`config.mk`:
```
export PLATFORM = sky130hd
export DESIGN_NAME = clock_manager_register_block
export DESIGN_NICKNAME = d
export VERILOG_FILES = /design/src/rtl/core/cmrb_pkg.sv /design/src/rtl/core/cmrb_csr.sv /design/src/rtl/core/clock_manager_register_block.sv
export SDC_FILE = /design/constraint.sdc
export NUM_CORES = 1
export LEC_CHECK = 0
export ABC_CLOCK_PERIOD_IN_PS = 7150
export BUFFER_PORTS_ARGS = -buffer_cell sky130_fd_sc_hd__buf_2
export CORE_AREA = 5 5 96 89
export CTS_CLUSTER_DIAMETER = 80
export DETAILED_ROUTE_END_ITERATION = 7
export DIE_AREA = 0 0 101 94
export GPL_ROUTABILITY_DRIVEN = 0
export HOLD_SLACK_MARGIN = 0.05
export MAX_ROUTING_LAYER = met4
export PLACE_DENSITY_LB_ADDON = 0.25
export RECOVER_POWER = 25
export SETUP_SLACK_MARGIN = 0.3
export SLEW_MARGIN = 20
export SYNTH_ARGS = -nofsm -noshare
export SYNTH_HDL_FRONTEND = slang
export SYNTH_HIERARCHICAL = 1
export SYNTH_SLANG_ARGS = --single-unit
```
`constraint.sdc`:
```
create_clock -name clock -period 7.15 [get_ports clock]
set_clock_uncertainty 0.2 [all_clocks]
set_input_delay 1.0725 -clock clock [delete_from_list [all_inputs] [get_ports clock]]
set_output_delay 1.0725 -clock clock [all_outputs]
set_load 0.02 [all_outputs]
```
`src/rtl/core/cmrb_pkg.sv`:
```
package cmrb_pkg;

   localparam int unsigned DATA_WIDTH = 32;
   localparam int unsigned OFS_WIDTH  = 8;
   localparam int unsigned LEN_WIDTH  = 4;
   localparam int unsigned UNITS      = 4;

   // Four-bit strict booleans
   localparam logic [3:0] MB_TRUE  = 4'h6;
   localparam logic [3:0] MB_FALSE = 4'h9;
   localparam logic [3:0] NIBBLE_ALL = 4'hf;

   localparam logic [LEN_WIDTH-1:0] WORD_BYTES = 4'd4;

   localparam logic [1:0] KIND_READ  = 2'd0;
   localparam logic [1:0] KIND_WRITE = 2'd1;

   localparam logic [1:0] RESP_OK    = 2'd0;
   localparam logic [1:0] RESP_BURST = 2'd1;
   localparam logic [1:0] RESP_CMD   = 2'd2;

   localparam logic [OFS_WIDTH-1:0] OFS_LOCK        = 8'h00;
   localparam logic [OFS_WIDTH-1:0] OFS_EXT_CTRL    = 8'h04;
   localparam logic [OFS_WIDTH-1:0] OFS_EXT_STATUS  = 8'h08;
   localparam logic [OFS_WIDTH-1:0] OFS_ENABLES     = 8'h0c;
   localparam logic [OFS_WIDTH-1:0] OFS_HINTS       = 8'h10;
   localparam logic [OFS_WIDTH-1:0] OFS_HINT_STATUS = 8'h14;

   typedef struct packed {
      logic [1:0]            kind;
      logic [OFS_WIDTH-1:0]  byte_offset;
      logic [LEN_WIDTH-1:0]  access_length;
      logic [DATA_WIDTH-1:0] write_value;
      logic                  debug_allowed;
      logic [UNITS-1:0]      idle_flags;
   } req_type;

   typedef struct packed {
      logic [DATA_WIDTH-1:0] read_value;
      logic [1:0]            response;
   } rsp_type;

endpackage

```
`src/rtl/core/cmrb_csr.sv`:
```
module cmrb_csr
   import cmrb_pkg::*;
(
   input  logic    clock,
   input  logic    reset,
   input  logic    fire,
   input  req_type req,
   output rsp_type rsp
);

   logic [3:0] ext_select_ff, ext_select_in;
   logic [3:0] ext_high_speed_ff, ext_high_speed_in;
   logic [3:0] ext_ack_ff, ext_ack_in;
   logic       unlocked_ff, unlocked_in;
   logic [3:0] clock_enables_ff, clock_enables_in;
   logic [3:0] hint_bits_ff, hint_bits_in;
   logic [3:0] hint_status_ff, hint_status_in;

   logic       len_ok;
   logic       do_write;
   logic       now_ext;
   logic       want_ext;
   logic [3:0] wv_low;

   assign len_ok   = (req.access_length == WORD_BYTES);
   assign do_write = fire && len_ok && (req.kind == KIND_WRITE);
   assign wv_low   = req.write_value[3:0];
   assign now_ext  = (ext_select_ff == MB_TRUE);
   assign want_ext = (wv_low == MB_TRUE);

   always_comb begin
      rsp.read_value = '0;
      if (!len_ok) begin
         rsp.response = RESP_BURST;
      end else if (req.kind == KIND_READ) begin
         rsp.response = RESP_OK;
         case (req.byte_offset)
            OFS_LOCK:        rsp.read_value = {31'd0, unlocked_ff};
            OFS_EXT_CTRL:    rsp.read_value = {24'd0, ext_high_speed_ff, ext_select_ff};
            OFS_EXT_STATUS:  rsp.read_value = {28'd0, ext_ack_ff};
            OFS_ENABLES:     rsp.read_value = {28'd0, clock_enables_ff};
            OFS_HINTS:       rsp.read_value = {28'd0, hint_bits_ff};
            OFS_HINT_STATUS: rsp.read_value = {28'd0, hint_status_ff};
            default:         rsp.read_value = '0;
         endcase
      end else if (req.kind == KIND_WRITE) begin
         rsp.response = RESP_OK;
      end else begin
         rsp.response = RESP_CMD;
      end
   end

   always_comb begin
      ext_select_in     = ext_select_ff;
      ext_high_speed_in = ext_high_speed_ff;
      ext_ack_in        = ext_ack_ff;
      unlocked_in       = unlocked_ff;
      clock_enables_in  = clock_enables_ff;
      hint_bits_in      = hint_bits_ff;
      hint_status_in    = hint_status_ff;
      if (do_write) begin
         case (req.byte_offset)
            OFS_LOCK: begin
               if (!req.write_value[0]) begin
                  unlocked_in = 1'b0;
               end
            end
            OFS_EXT_CTRL: begin
               if (unlocked_ff && req.debug_allowed) begin
                  ext_high_speed_in = req.write_value[7:4];
                  // move only on a real transition of the strict flag
                  if (!now_ext && want_ext) begin
                     ext_select_in = MB_TRUE;
                     ext_ack_in    = MB_TRUE;
                  end else if (now_ext && !want_ext) begin
                     ext_select_in = MB_FALSE;
                     ext_ack_in    = MB_FALSE;
                  end
               end
            end
            OFS_ENABLES: clock_enables_in = wv_low;
            OFS_HINTS: begin
               hint_bits_in   = wv_low;
               // drop a status bit only where the hint is off and the unit idles
               hint_status_in = (hint_status_ff & ~(~wv_low & req.idle_flags)) | wv_low;
            end
            default: ;
         endcase
      end
   end

   always_ff @(posedge clock) begin
      if (reset) begin
         ext_select_ff     <= MB_FALSE;
         ext_high_speed_ff <= MB_FALSE;
         ext_ack_ff        <= MB_FALSE;
         unlocked_ff       <= 1'b1;
         clock_enables_ff  <= NIBBLE_ALL;
         hint_bits_ff      <= NIBBLE_ALL;
         hint_status_ff    <= NIBBLE_ALL;
      end else begin
         ext_select_ff     <= ext_select_in;
         ext_high_speed_ff <= ext_high_speed_in;
         ext_ack_ff        <= ext_ack_in;
         unlocked_ff       <= unlocked_in;
         clock_enables_ff  <= clock_enables_in;
         hint_bits_ff      <= hint_bits_in;
         hint_status_ff    <= hint_status_in;
      end
   end

endmodule

```
`src/rtl/core/clock_manager_register_block.sv`:
```
// Register block for clock control: one request is one 4-byte bus access, and
// each request gives exactly one response, in order. A request is taken into an
// input register, decoded and applied to the registers as it moves into the
// response register, and a new request can be taken every cycle while the
// response side keeps up. Reads see every earlier write. A length other than
// 4 returns a burst error, a kind other than read or write a command error,
// and neither changes state.
module clock_manager_register_block
   import cmrb_pkg::*;
(
   input  logic    clock,
   input  logic    reset,
   input  logic    req_valid,
   output logic    req_stall,
   input  req_type req_data,
   output logic    rsp_valid,
   input  logic    rsp_stall,
   output rsp_type rsp_data
);

   logic    req_valid_ff, req_valid_in;
   req_type req_ff;
   logic    rsp_valid_ff, rsp_valid_in;
   rsp_type rsp_ff;
   rsp_type rsp_next;
   logic    rsp_free;
   logic    advance;
   logic    take;

   assign rsp_free  = !rsp_valid_ff || !rsp_stall;
   assign advance   = req_valid_ff && rsp_free;
   assign req_stall = req_valid_ff && !rsp_free;
   assign take      = req_valid && !req_stall;

   assign req_valid_in = take || (req_valid_ff && !advance);
   assign rsp_valid_in = advance || (rsp_valid_ff && rsp_stall);

   cmrb_csr u_csr (
      .clock (clock),
      .reset (reset),
      .fire  (advance),
      .req   (req_ff),
      .rsp   (rsp_next)
   );

   always_ff @(posedge clock) begin
      if (reset) begin
         req_valid_ff <= 1'b0;
         rsp_valid_ff <= 1'b0;
      end else begin
         req_valid_ff <= req_valid_in;
         rsp_valid_ff <= rsp_valid_in;
      end
   end

   always_ff @(posedge clock) begin
      if (take) begin
         req_ff <= req_data;
      end
      if (advance) begin
         rsp_ff <= rsp_next;
      end
   end

   assign rsp_valid = rsp_valid_ff;
   assign rsp_data  = rsp_ff;

endmodule
```
==> results by group <==
Pwr
  – Clock power share: 0.406
  – Gate power share: 0.050
  – Sequential Power Share: 0.543
  – Pwr dens: 259 mW/mm²
  – Switch share: 0.197
  – Int Pwr: 800 µW
  – Max IR drop VDD: 0.137 mV
  – Lkg Pwr: 1.55 nW
  – Switching power total: 196 µW

GRT
  – GRT busiest layer: met2
  – Met3 Usage GRT: 0.0401
  – Largest net degree at the start of global routing: 36
  – Vias in the first global route: 1856
  – GRT overflow: 0
  – Initial antenna violation count: 0
  – M1 GR Usage: 0.152
  – GRT met2 Usage: 0.181
  – Global-route wire length before repair: 8.64 mm
  – Gr usage total: 0.123

CTS
  – H-tree levels: 3
  – Postcts setup bufs: 0
  – Clk root buf: clkbuf_8
  – CTS clk-pin slew, worst paths: 70 ps
  – CTS tree: built
  – Clock tree buffer depth: 2
  – Worst skew pair latency: 340 ps
  – PostCTS Resize Cnt: 0
  – Total CTS buffers: 9
  – Clk sinks: 82
  – Cts hold-fix bufs: 0

Layout
  – P&R area growth vs syn: 18.0%
  – ANT cells: 0
  – Final nets: 366
  – Finished Layout Cells: 411
  – Share of layout cells above drive strength 1: 0.298
  – Layout Utilization: 0.520
  – # fillers: 666

Route
  – Vias per inst: 4.62
  – Antenna-violating nets left: 0
  – Total Wirelength: 5.18 mm
  – DR pass1 iterations: 5
  – DR vias: 1897
  – 1st-iter DRT viols: 94
  – Wire per inst: 12.6 µm
  – DRC violations left: 0

STA
  – Fmax: 0.341 GHz
  – Crit share post-route: 0.410
  – Hold Slack: 266 ps
  – # setup viols final: 0
  – Post-layout minimum cycle time: 2930 ps
  – Setup_tns: 0 ps
  – Slew Viols, Final: 0
  – Least-Margin Pin Slew: 1390 ps
  – RSZ-0062 raised after global routing: false
  – Final Hold Viols: 0
  – Max-Slew Margin vs Limit: 0.0707

Status
  – Status: finished, final reports clean

Worst setup path
  – Slowest cell delay on critical path: 170 ps
  – CP arrival: 1660 ps
  – Worst-path fanout max: 3
  – Critical path cell sequence: clkbuf_1, nand3_1, inv_1, buf_2
  – Slowest CP cell: clkbuf_1
  – Worst Path Required: 5880 ps
  – Crit start category: primary input
  – CP endpoint kind: output port
  – Crit path kind: primary input to output port

Floorplan
  – Io pins: 91
  – DIE WIDTH: 101 µm
  – Row count: 30
  – Die area: 0.00949 mm²
  – CORE AREA: 0.00739 mm²
  – Initial Utilization: 0.440
  – Die height: 94 µm

Yosys
  – Yosys synthesis warning count: 6
  – Area of the mapped netlist: 0.00326 mm²
  – Syn avg cell area: 13.7 µm²
  – Cells after synthesis: 238

Placed design
  – Inst Count DP: 395
  – DP HPWL: 3.60 mm
  – IO Port Bufs: 66

Min path
  – Hold Path Class: flop to flop

Run
  – Max-cap viol count: 0
## stage by stage
stage / total power, mW / worst slack (ps) / cell area [µm²]
after floorplan: 0.591 / 1670 / 3340
after global routing: 1.04 / 4150 / 3840
final: 0.996 / 4220 / 3840
after CTS: 1.01 / 4330 / 3870
after global placement: 0.603 / 4170 / 3620
after detailed placement: 0.604 / 4180 / 3620
## state kept, by name (all words and copies together), names as in the netlist
signal	count
rsp_data	34
req_ff	27
u_csr/clock_enables_ff	4
u_csr/ext_high_speed_ff	4
u_csr/hint_bits_ff	4
u_csr/hint_status_ff	4
u_csr/ext_ack_ff	2
req_valid_ff	1
rsp_valid	1
u_csr/unlocked_ff	1
## metal layers
layer,up-vias,part of all wire,wire [µm]
li1,964,-,-
met1,861,0.45,2320
met2,62,0.45,2340
met3,10,0.085,441
met4,0,0.016,82
met5,-,0,0
## power groups by stage
stage	combinational (mW)	sequential, mW	clock [mW]
4_1_cts	0.0515	0.542	0.418
5_1_grt	0.0551	0.544	0.440
6_report	0.0500	0.541	0.405
3_5_place_dp	0.0514	0.553	0
2_1_floorplan	0.0301	0.561	0
3_3_place_gp	0.0506	0.552	0
## cell type report
cell class | instances | area, µm² | area share
clock inverters | 4 | 97.6 | 0.0254
multi-input cells | 136 | 831 | 0.216
repair buffers | 68 | 338 | 0.0879
flip-flops and latches | 82 | 2250 | 0.586
inverters | 13 | 48.8 | 0.0127
well taps | 96 | 120 | 0.0313
clock buffers | 12 | 155 | 0.0404
## final timing paths
kind              slack, ps                   from  cells after the start                    end
hold / removal          270  u_csr/hint_bits_ff[1]                      2  u_csr/hint_bits_ff[1]
setup reg to reg       4640             req_ff[38]                      5            rsp_data[2]
hold reg to reg         270  u_csr/hint_bits_ff[1]                      2  u_csr/hint_bits_ff[1]
setup / recovery       4220              rsp_stall                      4              req_stall
## cell usage in the layout, fill, tap and decap left out, types with 3 or more instances in the layout
cell type and instances:
mux2i_1 8, edfxtp_1 61, nand4_1 5, a21oi_1 8, nor2_1 13, a31oi_1 4
conb_1 24, buf_2 63, inv_1 12, o21a_1 4, dfxtp_1 21, nand3_1 6
clkbuf_1 5, o21ai_0 11, and3_2 4, nor3b_1 4, nor3_1 4, nand2_1 9
clkbuf_8 11, and2_1 4, bufinv_16 3
## critical path, delay by kind of cell
kind,cells,cell delay (ps)
buf+inv,3,440
simple gates,1,150
(Power assumes the default switching activity.)
